<file path="src/rtl/core/bmm_pkg.sv">
package bmm_pkg;

   // Request actions
   typedef enum logic [1:0] {
      ACT_WRITE_A = 2'd0,
      ACT_WRITE_B = 2'd1,
      ACT_COMPUTE = 2'd2,
      ACT_READ_C  = 2'd3
   } action_type;

   // Sequencer states
   typedef enum logic [1:0] {
      SEQ_IDLE  = 2'd0,
      SEQ_RUN   = 2'd1,
      SEQ_DRAIN = 2'd2
   } seq_state_type;

   // Register indexes on the configuration port
   localparam logic [2:0] REG_ROWS_A        = 3'd0;
   localparam logic [2:0] REG_INNER_LEN     = 3'd1;
   localparam logic [2:0] REG_COLS_B        = 3'd2;
   localparam logic [2:0] REG_BATCH_P_COUNT = 3'd3;
   localparam logic [2:0] REG_BATCH_Q_COUNT = 3'd4;

   // Register reset values
   localparam logic [3:0] ROWS_A_RESET        = 4'd8;
   localparam logic [3:0] INNER_LEN_RESET     = 4'd8;
   localparam logic [3:0] COLS_B_RESET        = 4'd8;
   localparam logic [2:0] BATCH_P_COUNT_RESET = 3'd4;
   localparam logic [2:0] BATCH_Q_COUNT_RESET = 3'd4;

   // Status codes
   localparam logic STATUS_DONE  = 1'b0;
   localparam logic STATUS_RANGE = 1'b1;

   typedef struct packed {
      action_type         action;
      logic [2:0]         row;
      logic [2:0]         col;
      logic [1:0]         batch_p;
      logic [1:0]         batch_q;
      logic signed [31:0] value;
   } req_type;

   typedef struct packed {
      logic signed [31:0] read_value;
      logic               status;
   } rsp_type;

   // Control that travels with each product through the MAC pipeline
   typedef struct packed {
      logic valid;
      logic first;
      logic last;
   } mac_ctl_type;

endpackage

</file>
<file path="src/rtl/core/bmm_mac.sv">
module bmm_mac #(
   parameter int ADDR_W = 10,
   parameter int ACC_W  = 68
) (
   input  logic                      clock,
   input  logic                      reset,
   input  bmm_pkg::mac_ctl_type      issue,
   input  logic [ADDR_W-1:0]         c_addr,
   input  logic signed [31:0]        a_data,
   input  logic signed [31:0]        b_data,
   output logic                      c_wr_en,
   output logic [ADDR_W-1:0]         c_wr_addr,
   output logic [31:0]               c_wr_data,
   output logic                      busy
);

   bmm_pkg::mac_ctl_type s1_ctl_ff, s2_ctl_ff, s3_ctl_ff;
   logic [ADDR_W-1:0]         s1_addr_ff, s2_addr_ff, s3_addr_ff;
   logic signed [63:0]        prod_ff, prod_in;
   logic signed [ACC_W-1:0]   acc_ff, acc_in;
   logic signed [ACC_W-1:0]   shifted;
   logic                      fits;

   // Advance control through the pipeline
   always_ff @(posedge clock) begin
      if (reset) begin
         s1_ctl_ff <= '0;
         s2_ctl_ff <= '0;
         s3_ctl_ff <= '0;
      end else begin
         s1_ctl_ff <= issue;
         s2_ctl_ff <= s1_ctl_ff;
         s3_ctl_ff <= s2_ctl_ff;
      end
   end

   // Multiply operands as they leave the memories, then accumulate
   assign prod_in = a_data * b_data;
   assign acc_in  = s2_ctl_ff.first ? ACC_W'(prod_ff) : acc_ff + ACC_W'(prod_ff);

   always_ff @(posedge clock) begin
      s1_addr_ff <= c_addr;
      s2_addr_ff <= s1_addr_ff;
      s3_addr_ff <= s2_addr_ff;
      prod_ff    <= prod_in;
      if (s2_ctl_ff.valid) begin
         acc_ff <= acc_in;
      end
   end

   // Scale the finished sum and saturate it to a word
   assign shifted = acc_ff >>> 16;
   assign fits    = (&shifted[ACC_W-1:31]) || !(|shifted[ACC_W-1:31]);

   always_comb begin
      if (fits) begin
         c_wr_data = shifted[31:0];
      end else if (shifted[ACC_W-1]) begin
         c_wr_data = 32'h8000_0000;
      end else begin
         c_wr_data = 32'h7fff_ffff;
      end
   end

   assign c_wr_en   = s3_ctl_ff.valid && s3_ctl_ff.last;
   assign c_wr_addr = s3_addr_ff;
   assign busy      = s1_ctl_ff.valid || s2_ctl_ff.valid || s3_ctl_ff.valid;

endmodule

</file>
<file path="config.mk">
export PLATFORM = sky130hd
export DESIGN_NAME = bmm_mac
export DESIGN_NICKNAME = d
export VERILOG_FILES = /design/src/rtl/core/bmm_pkg.sv /design/src/rtl/core/bmm_mac.sv
export SDC_FILE = /design/constraint.sdc
export NUM_CORES = 2
export LEC_CHECK = 0
export ABC_AREA = 1
export ABC_CLOCK_PERIOD_IN_PS = 12980
export BUFFER_PORTS_ARGS = -buffer_cell sky130_fd_sc_hd__buf_2
export CORE_AREA = 2 2 302 304
export CTS_BUF_LIST = sky130_fd_sc_hd__clkbuf_2 sky130_fd_sc_hd__clkbuf_4 sky130_fd_sc_hd__clkbuf_8
export DETAILED_ROUTE_END_ITERATION = 8
export DIE_AREA = 0 0 304 306
export PLACE_DENSITY = 0.78
export SYNTH_ARGS = -nofsm -noshare
export SYNTH_HDL_FRONTEND = slang
export SYNTH_SLANG_ARGS = --single-unit
</file>
<file path="constraint.sdc">
create_clock -name clock -period 12.98 [get_ports clock]
set_input_delay 1.298 -clock clock [delete_from_list [all_inputs] [get_ports clock]]
set_output_delay 1.298 -clock clock [all_outputs]
set_load 0.02 [all_outputs]
</file>
==> impl_metrics.env <==
export IMPL_dp_hpwl_um=121000
export IMPL_startpoint_type="input port"
export IMPL_synth_warning_count=0
export IMPL_final_cells=7584
export IMPL_cp_end_kind="flip-flop"
export IMPL_rsz0062_at_grt="false"
export IMPL_worstReg2RegEnd="acc_ff[58]"
export IMPL_critPathKind="in -> reg"
export IMPL_drc_errors=0
export IMPL_relSlewSlack=0.227
export IMPL_ys_ff_latch=170
export IMPL_netlist_cell_type_count=46
export IMPL_synth_seq_area_share=0.0833
export IMPL_place_congestion=1.00
export IMPL_required_ns=13.41
export IMPL_initial_core_util=0.547
export IMPL_syn_cell_area_um2=49100
export IMPL_hold_path_class="reg -> reg"
export IMPL_syn_to_final_growth_pct=3.78
export IMPL_wirelength_um=146000
export IMPL_tightest_slew_ns=1.16
export IMPL_io_pins=123
export IMPL_cts_setup_buffers=0
export IMPL_period_share=0.678
export IMPL_wl_met1_um=58800
export IMPL_final_setup_skew_ns=0.0368
export IMPL_yosys_area_top_type="fa_1"
export IMPL_num_vias=40400
export IMPL_postCtsHoldBufs=0
export IMPL_routedWlPerCell_um=19.2
export IMPL_startpoint="b_data[5]"
export IMPL_htreeDepth=4
export IMPL_worstRegToRegCells=17
export IMPL_dr_wl_met2_um=69900
export IMPL_io_buffers=122
export IMPL_fmax_mhz=114
export IMPL_drtIter0Drc=3258
export IMPL_status="finished clean"
export IMPL_timing_rr_start="prod_ff[0]"
export IMPL_die_area_um2=93000
export IMPL_slowest_delay_ns=0.93
export IMPL_synthCells=6447
export IMPL_synth_top_area_share=0.442
export IMPL_ant_nets=0
export IMPL_via_per_inst=5.32
export IMPL_overflow=0
export IMPL_cp_arrival_ns=9.23
export IMPL_post_route_min_period_ns=8.80
export IMPL_wl_met3_um=11500
export IMPL_die_w_um=304
export IMPL_ff2ff_setup_slack_ns=9.94
export IMPL_synth_area_leaders="fa_1, inv_1, nand2_1"
export IMPL_synth_nets=7860
export IMPL_routed_top_layer="met5"
export IMPL_clk_pin_slew_worst_paths_ns=0.12
export IMPL_crit_slowest_cell="fa_1"
export IMPL_maxCapViolCount=0
export IMPL_hold_viol_final=0
export IMPL_finish_net_count=7807
export IMPL_track_usage=0.324
export IMPL_numCtsBuffers=17
export IMPL_cts_tree="done"
export IMPL_dpl_cell_area_um2=50500
export IMPL_clockBufferDepth=2
export IMPL_crit_fanout=32
export IMPL_synthTopCellsByCount="inv_1, nand2_1, fa_1"
export IMPL_cts_sinks=170
export IMPL_endpoint="prod_ff[54]"
export IMPL_worstSkewPairLatency_ns=0.53
export IMPL_grt_max_degree=71
export IMPL_coreArea_um2=89600
export IMPL_maxSlewViolCount=0
export IMPL_dp_cells=7551
export IMPL_firstDrtPassIters=7
export IMPL_rows=110
export IMPL_root_buffer="clkbuf_8"
export IMPL_async_flop_share=0
export IMPL_antenna_found_initial=3
export IMPL_die_h_um=306
export IMPL_synth_flop_cell="dfxtp_1"
export IMPL_grt_pass1_wl_um=235000
export IMPL_hold_ws_ns=0.321
export IMPL_synth_area_per_cell_um2=7.61
export IMPL_finalSetupViolCount=0
export IMPL_ctsResizeCount=0
export IMPL_synth_edf_count=68
export IMPL_fin_area_um2=50900
export IMPL_grt_pass1_vias=43600
export IMPL_tns_ns=0
export IMPL_drive_gt1_frac=0.0403
## critical path, delay by kind of cell
family / cells / cell delay, ns
simple gates: 4 / 0.49
fa+ha+maj: 9 / 4.69
buf+inv: 9 / 1.92
compound gates: 4 / 0.81
## layout make-up
cell class	count	area, um2
antenna	1	2.50
clock buffer	17	234
clock inverter	15	188
fill	8149	38700
inverter	1860	6980
multi-input combinational	4203	37200
sequential	170	4090
tap	1176	1470
timing repair buffer	142	761
## flip-flops by register name, indices dropped and copies added (netlist names)
signal,count
s2_ctl_ff,3
acc_ff,68
c_wr_addr,10
s1_ctl_ff,3
prod_ff,64
s1_addr_ff,10
s3_ctl_ff,2
s2_addr_ff,10
## layer usage
metal / vias to the layer above / GRT usage
li1: 18200 / -
met1: 20000 / 0.426
met2: 1790 / 0.550
met3: 413 / 0.0483
met4: 6 / 0.114
met5: - / 0
## through the flow
| stage | util | setup slack [ns] |
|---|---|---|
| 2_1_floorplan | - | 4.90 |
| 3_3_place_gp | 0.563 | 3.77 |
| 3_5_place_dp | 0.563 | 3.71 |
| 4_1_cts | 0.568 | 4.28 |
| 5_1_grt | 0.568 | 3.58 |
| 6_report | 0.568 | 4.18 |
## kinds of logic (layout without fill, tap and decap cells)
kind of cell / Yosys count / in the layout / synth area share
buffers and inverters: 2074 / 2034 / 0.159
XOR/XNOR: 66 / 66 / 0.0118
other: 0 / 1 / 0
adder cells (fa/ha/maj): 1334 / 1334 / 0.506
flip-flops: 170 / 170 / 0.0833
AO/OA/AOI/OAI: 334 / 334 / 0.0380
AND/OR/NAND/NOR: 2469 / 2469 / 0.202
## worst min path at each step
stage / start / to / slack [ns] / cells past startpoint
6_report: s2_addr_ff[3] / c_wr_addr[3] / 0.32 / 0
5_1_grt: s2_addr_ff[3] / c_wr_addr[3] / 0.33 / 0
4_1_cts: s1_addr_ff[6] / s2_addr_ff[6] / 0.32 / 0
3_5_place_dp: s2_addr_ff[3] / c_wr_addr[3] / 0.31 / 0
3_3_place_gp: s1_addr_ff[4] / s2_addr_ff[4] / 0.31 / 0
2_1_floorplan: s2_addr_ff[0] / c_wr_addr[0] / 0.31 / 0
## cell usage in the layout (no fill, tap or decap), types with 3 or more instances in the layout
cell type,instances
a21boi_0,6
a21o_1,10
a21oi_1,164
a21oi_2,3
a31oi_1,3
and3_1,3
buf_2,122
buf_4,20
bufinv_16,3
clkbuf_8,17
clkinv_2,3
dfxtp_1,100
edfxtp_1,68
fa_1,1083
ha_1,251
inv_1,1851
inv_2,8
inv_6,5
nand2_1,1851
nand2_2,22
nand3_1,145
nand3b_1,23
nand4_1,34
nor2_1,312
nor2_2,15
nor3_1,15
nor3_2,5
nor4_1,14
o21a_1,3
o21ai_0,85
o21ai_1,22
o21bai_1,27
or2_1,5
or2_2,17
xnor2_1,21
xor2_1,45
Power is not shown: default switching activity piles up to over one toggle a cycle in this logic, so the estimate is an artifact.
