[config.mk]
export PLATFORM = sky130hd
export DESIGN_NAME = bmm_seq
export DESIGN_NICKNAME = d
export VERILOG_FILES = /design/src/rtl/core/bmm_pkg.sv /design/src/rtl/core/bmm_seq.sv
export SDC_FILE = /design/constraint.sdc
export NUM_CORES = 1
export LEC_CHECK = 0
export ABC_AREA = 1
export BUFFER_PORTS_ARGS = -buffer_cell sky130_fd_sc_hd__buf_4
export CORE_MARGIN = 3
export CORE_UTILIZATION = 45
export CTS_CLUSTER_SIZE = 12
export DETAILED_ROUTE_END_ITERATION = 8
export PLACE_DENSITY = 0.85
export SETUP_SLACK_MARGIN = 0.2
export SYNTH_ARGS = -nofsm -noshare
export SYNTH_HDL_FRONTEND = slang
export SYNTH_SLANG_ARGS = --single-unit
[constraint.sdc]
create_clock -name clock -period 2.5 [get_ports clock]
set_clock_uncertainty 0.1 [all_clocks]
set_input_delay 0 -clock clock [delete_from_list [all_inputs] [get_ports clock]]
set_output_delay 0 -clock clock [all_outputs]
set_load 0.02 [all_outputs]
[src/rtl/core/bmm_pkg.sv]
package bmm_pkg;

   // Request actions
   typedef enum logic [1:0] {
      ACT_WRITE_A = 2'd0,
      ACT_WRITE_B = 2'd1,
      ACT_COMPUTE = 2'd2,
      ACT_READ_C  = 2'd3
   } action_type;

   // Sequencer states
   typedef enum logic [1:0] {
      SEQ_IDLE  = 2'd0,
      SEQ_RUN   = 2'd1,
      SEQ_DRAIN = 2'd2
   } seq_state_type;

   // Register indexes on the configuration port
   localparam logic [2:0] REG_ROWS_A        = 3'd0;
   localparam logic [2:0] REG_INNER_LEN     = 3'd1;
   localparam logic [2:0] REG_COLS_B        = 3'd2;
   localparam logic [2:0] REG_BATCH_P_COUNT = 3'd3;
   localparam logic [2:0] REG_BATCH_Q_COUNT = 3'd4;

   // Register reset values
   localparam logic [3:0] ROWS_A_RESET        = 4'd8;
   localparam logic [3:0] INNER_LEN_RESET     = 4'd8;
   localparam logic [3:0] COLS_B_RESET        = 4'd8;
   localparam logic [2:0] BATCH_P_COUNT_RESET = 3'd4;
   localparam logic [2:0] BATCH_Q_COUNT_RESET = 3'd4;

   // Status codes
   localparam logic STATUS_DONE  = 1'b0;
   localparam logic STATUS_RANGE = 1'b1;

   typedef struct packed {
      action_type         action;
      logic [2:0]         row;
      logic [2:0]         col;
      logic [1:0]         batch_p;
      logic [1:0]         batch_q;
      logic signed [31:0] value;
   } req_type;

   typedef struct packed {
      logic signed [31:0] read_value;
      logic               status;
   } rsp_type;

   // Control that travels with each product through the MAC pipeline
   typedef struct packed {
      logic valid;
      logic first;
      logic last;
   } mac_ctl_type;

endpackage

[src/rtl/core/bmm_seq.sv]
module bmm_seq #(
   parameter int DIM_W = 3,
   parameter int BAT_W = 2,
   localparam int ADDR_W = 2 * BAT_W + 2 * DIM_W
) (
   input  logic                 clock,
   input  logic                 reset,
   input  logic                 start,
   input  logic [DIM_W-1:0]     m_last,
   input  logic [DIM_W-1:0]     k_last,
   input  logic [DIM_W-1:0]     n_last,
   input  logic [BAT_W-1:0]     p_last,
   input  logic [BAT_W-1:0]     q_last,
   input  logic                 mac_busy,
   output bmm_pkg::mac_ctl_type issue,
   output logic [ADDR_W-1:0]    a_addr,
   output logic [ADDR_W-1:0]    b_addr,
   output logic [ADDR_W-1:0]    c_addr,
   output logic                 idle,
   output logic                 done
);

   bmm_pkg::seq_state_type state_ff, state_in;
   logic [BAT_W-1:0] p_ff, p_in, q_ff, q_in;
   logic [DIM_W-1:0] i_ff, i_in, j_ff, j_in, t_ff, t_in;
   logic             t_end, j_end, i_end, q_end, p_end, all_end;

   assign t_end   = (t_ff == k_last);
   assign j_end   = (j_ff == n_last);
   assign i_end   = (i_ff == m_last);
   assign q_end   = (q_ff == q_last);
   assign p_end   = (p_ff == p_last);
   assign all_end = t_end && j_end && i_end && q_end && p_end;

   // Next state
   always_comb begin
      state_in = state_ff;
      unique case (state_ff)
         bmm_pkg::SEQ_IDLE: begin
            if (start) state_in = bmm_pkg::SEQ_RUN;
         end
         bmm_pkg::SEQ_RUN: begin
            if (all_end) state_in = bmm_pkg::SEQ_DRAIN;
         end
         bmm_pkg::SEQ_DRAIN: begin
            if (!mac_busy) state_in = bmm_pkg::SEQ_IDLE;
         end
         default: state_in = bmm_pkg::SEQ_IDLE;
      endcase
   end

   // Step the loop indexes, inner sum index fastest
   always_comb begin
      p_in = p_ff;
      q_in = q_ff;
      i_in = i_ff;
      j_in = j_ff;
      t_in = t_ff;
      if (start) begin
         p_in = '0;
         q_in = '0;
         i_in = '0;
         j_in = '0;
         t_in = '0;
      end else if (state_ff == bmm_pkg::SEQ_RUN) begin
         t_in = t_end ? '0 : t_ff + 1'b1;
         if (t_end) begin
            j_in = j_end ? '0 : j_ff + 1'b1;
            if (j_end) begin
               i_in = i_end ? '0 : i_ff + 1'b1;
               if (i_end) begin
                  q_in = q_end ? '0 : q_ff + 1'b1;
                  if (q_end) begin
                     p_in = p_end ? '0 : p_ff + 1'b1;
                  end
               end
            end
         end
      end
   end

   always_ff @(posedge clock) begin
      if (reset) begin
         state_ff <= bmm_pkg::SEQ_IDLE;
         p_ff     <= '0;
         q_ff     <= '0;
         i_ff     <= '0;
         j_ff     <= '0;
         t_ff     <= '0;
      end else begin
         state_ff <= state_in;
         p_ff     <= p_in;
         q_ff     <= q_in;
         i_ff     <= i_in;
         j_ff     <= j_in;
         t_ff     <= t_in;
      end
   end

   // Outputs
   always_comb begin
      issue.valid = (state_ff == bmm_pkg::SEQ_RUN);
      issue.first = (t_ff == '0);
      issue.last  = t_end;
      a_addr      = {p_ff, q_ff, i_ff, t_ff};
      b_addr      = {p_ff, q_ff, t_ff, j_ff};
      c_addr      = {p_ff, q_ff, i_ff, j_ff};
      idle        = (state_ff == bmm_pkg::SEQ_IDLE);
      done        = (state_ff == bmm_pkg::SEQ_DRAIN) && !mac_busy;
   end

endmodule

==> results of run 1 <==
## worst reg2reg max path: stages, from the launching register on
cell           delay, ns
dfxtp_1             0.46
nand2_1             0.08
clkinv_1            0.05
nor2_1              0.04
nor2_2              0.21
nand2_1             0.08
nor2_1              0.14
nand4_1             0.10
a21oi_1             0.12
dlygate4sd3_1       0.55
## kinds of logic after synthesis
group                    synth area share, %
AO/OA/AOI/OAI                           5.62
XOR/XNOR                                8.96
buffers and inverters                   19.0
AND/OR/NAND/NOR                         36.2
flip-flops                              25.9
adder cells (fa/ha/maj)                 4.32
## placed cells by master, fill, tap and decap left out, drive strengths merged
cell         instances
clkinv               1
dlygate4sd3          3
a211oi               1
nand2               45
buf                 51
nor2                28
a21oi                8
clkbuf               4
dfxtp               15
xor2                 3
o31ai                1
ha                   4
xnor2                8
nand3b               1
nand3                8
inv                 21
nand4                2
o21ai                2
## per-stage QoR
| stage | instance area [um2] | hold slack, ns |
|---|---|---|
| 2_1_floorplan | 1160 | -0.0309 |
| 3_3_place_gp | 1440 | 0.0783 |
| 3_5_place_dp | 1440 | 0.0806 |
| 4_1_cts | 1500 | 0.0721 |
| 5_1_grt | 1500 | 0.0893 |
| 6_report | 1500 | 0.0780 |
## where the power goes
part           internal, mW  switching, mW  total, mW
Combinational        0.0477         0.0604      0.108
Clock                0.0622         0.0827      0.145
Sequential            0.242        0.00383      0.246
## registers in the layout, indices dropped and copies added, names as in the netlist
| signal | flops |
|---|---|
| q_ff | 2 |
| state_ff | 2 |
| p_ff | 2 |
| t_ff | 3 |
| j_ff | 3 |
| i_ff | 3 |
## final cells by class
type                            instances  area [um2]
Fill cell                             202         821
Multi-Input combinational cell        111         638
Timing Repair Buffer                   54         413
Sequential cell                        15         300
Inverter                               22        85.1
Tap cell                               28        35.0
Clock buffer                            4        26.3
## worst paths after layout
path                                     to  slack (ns)  cells after the start
worst min-delay path                i_ff[2]        0.08                      6
worst max-delay path            state_ff[1]        0.50                      9
worst min register to register      j_ff[2]        0.44                      2
worst max register to register  state_ff[1]        0.50                      9
## per-layer routing
layer	routed length [um]	global-route usage, %	vias to the layer above
met3	160	5.29	7
met2	1280	27.2	27
met5	0	0	-
li1	-	-	574
met1	988	19.3	461
met4	47	7.28	0
## timing repair
action | in CTS | in global routing
setup buffers | 0 | 0
hold buffers | 3 | 0
endpoints found under the hold margin | 7 | 0
==> reports/metrics.cfg, run 1 <==
[clock_tree]
cts_buffers = 3
clkLatencyLatePin_ns = 0.29
cts_tree = done
clock_sinks = 15
htree_levels = 1
max-clock-path-buffers = 2
ctsRootBufferMaster = clkbuf_4
cts.clk_slew.worst_paths_ns = 0.09
cts_resized = 0

[timing]
hold_violations = 0
tightest_slew_ns = 0.408
setup_ws_ns = 0.499
setup_violations = 0
slew_headroom_pct = 72.7
finalSetupTns_ns = 0
min_period_ns = 2.00
max_freq_mhz = 500
period_share_pct = 80.0
rsz0062_at_grt = false
drv_slew = 0

[drt]
routed_via_density = 4.57
totalWireLength_um = 2480
drcViolationCount = 0
vias = 1069
antenna_left = 0
drt_iter0_drc = 12
drtPass1Iterations = 4
wl_per_cell_um = 10.6

[power]
p_per_area_mw_per_mm2 = 333
irDropWorstVdd_uv = 258
finalPower_mw = 0.499
leakage_nw = 0.760

[worst_setup_path]
critPathLaunchType = flip-flop
worst-path-buf-inv = 2
cp.required_ns = 2.64
critical_path.startpoint = q_ff[1]
crit_path_top_delay_cell = dlygate4sd3_1
worst-path-max-fanout = 7
endpoint_kind = flip-flop
critical_path_class = flip-flop to flip-flop
cpLargestDelayFamily = simple AND/OR/NAND/NOR gates
crit_path_cell_trace = nand2_1 -> clkinv_1 -> nor2_1 -> nor2_2 -> nand2_1 -> nor2_1 -> nand4_1 -> a21oi_1 -> dlygate4sd3_1
timing.rr.start = q_ff[1]
arrival_ns = 2.14
cp_slowest_stage_delay_ns = 0.55

[floorplanning]
die-area_mm2 = 0.00322
die_w_um = 56.7
core_area_mm2 = 0.00232
num_rows = 17
die_h_um = 56.7
initial_core_util_pct = 50.0
boundaryPins = 52

[synthesis]
synth_edf_count = 0
synth.top_cells.by_count = nand2_1 (43), nor2_1 (22), buf_4 (18), inv_1 (17), dfxtp_1 (15)
syn_inst = 166
ys_async_sr_fraction_pct = 0
yosys.area.top_type_share_pct = 25.9
mappedNetlistArea_mm2 = 0.00116
ys_top_cells_by_area = dfxtp_1 (26%), nand2_1 (14%), buf_4 (12%), nor2_1 (7.1%), inv_1 (5.5%)
synth-seq-area-share_pct = 25.9
synth_top_area_cell = dfxtp_1
synth-seq-cells = 15
synth.most_common_cell = nand2_1
syn_avg_cell_area_um2 = 6.98
synth_nets = 187
ys_types = 26
yosysWarnings = 0
yosys_most_used_dff = dfxtp_1

[cells_and_area]
area_delta_synth_final_pct = 29.3
fin_cells = 234
drive_gt1_share_pct = 34.0
antenna_cells = 0
finish.utilization_pct = 64.6
layout.nets = 228

[worst_hold_path]
hp-class = input pin to flip-flop
hp-start = n_last[0]

[grt]
grt_use_total_pct = 16.5
antenna_found_initial = 0
grt_max_degree = 9
overflow = 0
grt_pass1_wl_um = 4220
grt_pass1_vias = 983

[outcome]
status = completed

[place]
dp_hpwl_um = 1960
gp_congestion = 0.832
place_inst = 227
place_ws_ns = 1.01
io_buffer_count = 51

[run]
cap_violations = 0

Note: power is estimated with default switching activity, not from simulation.
==> inputs of run 2 (changes only) <==
Settings changed: CORE_ASPECT_RATIO set to 2, CORE_UTILIZATION 45 to 42, PLACE_DENSITY 0.85 to 0.83.
Clock period 2.5 ns to 1.7 ns, I/O delays scaled along.
==> run 2 against run 1 <==
Against the previous run:
- non-clock buffer count increased by 3
- fmax rose by 43%
- global-route usage decreased by 2.0 points
- highest routed layer unchanged
- critical path depth fell by 3
- first-iteration DRC count is 33% lower
- largest power group unchanged
==> reports/metrics.cfg, run 2 (synthesis results as in run 1) <==
[outcome]
status = completed

[clock_tree]
cts.clk_slew.worst_paths_ns = 0.06
clock_sinks = 15
max-clock-path-buffers = 2
cts_buffers = 3
cts_setup_buffers = 0
clkLatencyLatePin_ns = 0.25
cts_tree = done
htree_levels = 1
ctsRootBufferMaster = clkbuf_8

[cells_and_area]
antenna_cells = 0
layout.nets = 231
top_regs = i_ff: 3 flops, j_ff: 3 flops, t_ff: 3 flops
finish.utilization_pct = 60.7
final_common_cell = buf_4
final_cell_mix = buf_4 (54), nand2_1 (43), nor2_1 (22), inv_1 (17), dfxtp_2 (11)
area_delta_synth_final_pct = 36.4
drive_gt1_share_pct = 41.6
stdcell_area_mm2 = 0.00158

[drt]
antenna_left = 0
vias = 1124
wl_per_cell_um = 10.6
totalWireLength_um = 2520
drt_iter0_drc = 8
drtPass1Iterations = 4
drcViolationCount = 0
routed_via_density = 4.74

[floorplanning]
die-area_mm2 = 0.00346
num_rows = 26
die_w_um = 43.1
initial_core_util_pct = 44.5
core_area_mm2 = 0.00260
boundaryPins = 52
die_h_um = 80.3

[timing]
setup_ws_ns = 0.298
max_freq_mhz = 714
slew_headroom_pct = 70.1
tightest_slew_ns = 0.446
timing.hold.ws_ns = 0.106
period_share_pct = 82.4
drv_slew = 0
hold_violations = 0
finalSetupTns_ns = 0
setup_violations = 0
rsz0062_at_grt = false
min_period_ns = 1.40

[grt]
antenna_found_initial = 0
overflow = 0
grt_max_degree = 9
grt_pass1_wl_um = 3930
grt_use_total_pct = 14.5
grt_pass1_vias = 1018

[worst_setup_path]
rr_endpoint = q_ff[0]
arrival_ns = 1.45
reg2reg_slack_ns = 0.30
endpoint_kind = flip-flop
cp.required_ns = 1.75
critPathLaunchType = flip-flop
worst-path-max-fanout = 6
timing.rr.start = i_ff[0]
critical_path_class = flip-flop to flip-flop
worst-r2r-cell-count = 6

[power]
p_per_area_mw_per_mm2 = 523
leakage_nw = 0.798
irDropWorstVdd_uv = 613

[worst_hold_path]
hp-class = input pin to flip-flop
hp-start = k_last[0]
hold_end = j_ff[2]
hold_depth = 6

[place]
place_ws_ns = 0.222
place_area_mm2 = 0.00147
gp_congestion = 0.776
dp_hpwl_um = 2000
io_buffer_count = 51

[run]
cap_violations = 0

run 2: worst max-delay path by stage:
stage / from / to / slack [ns] / depth (start not counted)
global route: t_ff[2] / i_ff[1] / 0.18 / 9
detailed placement: i_ff[0] / q_ff[0] / 0.22 / 6
global placement: t_ff[2] / j_ff[0] / 0.24 / 7
CTS: i_ff[0] / q_ff[0] / 0.21 / 6
floorplan: t_ff[0] / q_ff[0] / 0.22 / 6
finish: i_ff[0] / q_ff[0] / 0.30 / 6
run 2: per-stage QoR:
stage / instances / power (mW)
floorplan: 166 / 0.466
global placement: 230 / 0.525
detailed placement: 230 / 0.528
CTS: 237 / 0.820
global route: 237 / 0.855
finish: 237 / 0.826
run 2: where the power goes:
group / internal (mW) / switching, mW
registers: 0.356 / 0.00530
clock network: 0.166 / 0.128
logic: 0.0775 / 0.0931
total: 0.600 / 0.226
run 2: metal layers:
layer	wire length (um)	global-route usage [%]
met2	1450	28.6
met5	0	0
met3	163	2.91
met4	48	6.34
met1	863	13.3
run 2: layout make-up:
class                   instances  area (um2)
clock buffers                   4        45.0
inverters                      22        85.1
flip-flops and latches         15         314
repair buffers                 57         435
well taps                      28        35.0
fillers                       262        1020
multi-input cells             111         666
run 2: repair_timing:
item                                    CTS  global route
endpoints found under the setup margin    0            13
hold buffers                              3             0
hold endpoints to repair                  2             0
gates resized for setup                   0            14
run 2: worst max-delay path, cell delays in order, from the launching register on:
cell and delay (ns):
dfxtp_2 0.40, xnor2_2 0.14, nand3_2 0.15, nor2_4 0.22
nand2_2 0.08, xor2_1 0.16, nor2_2 0.04
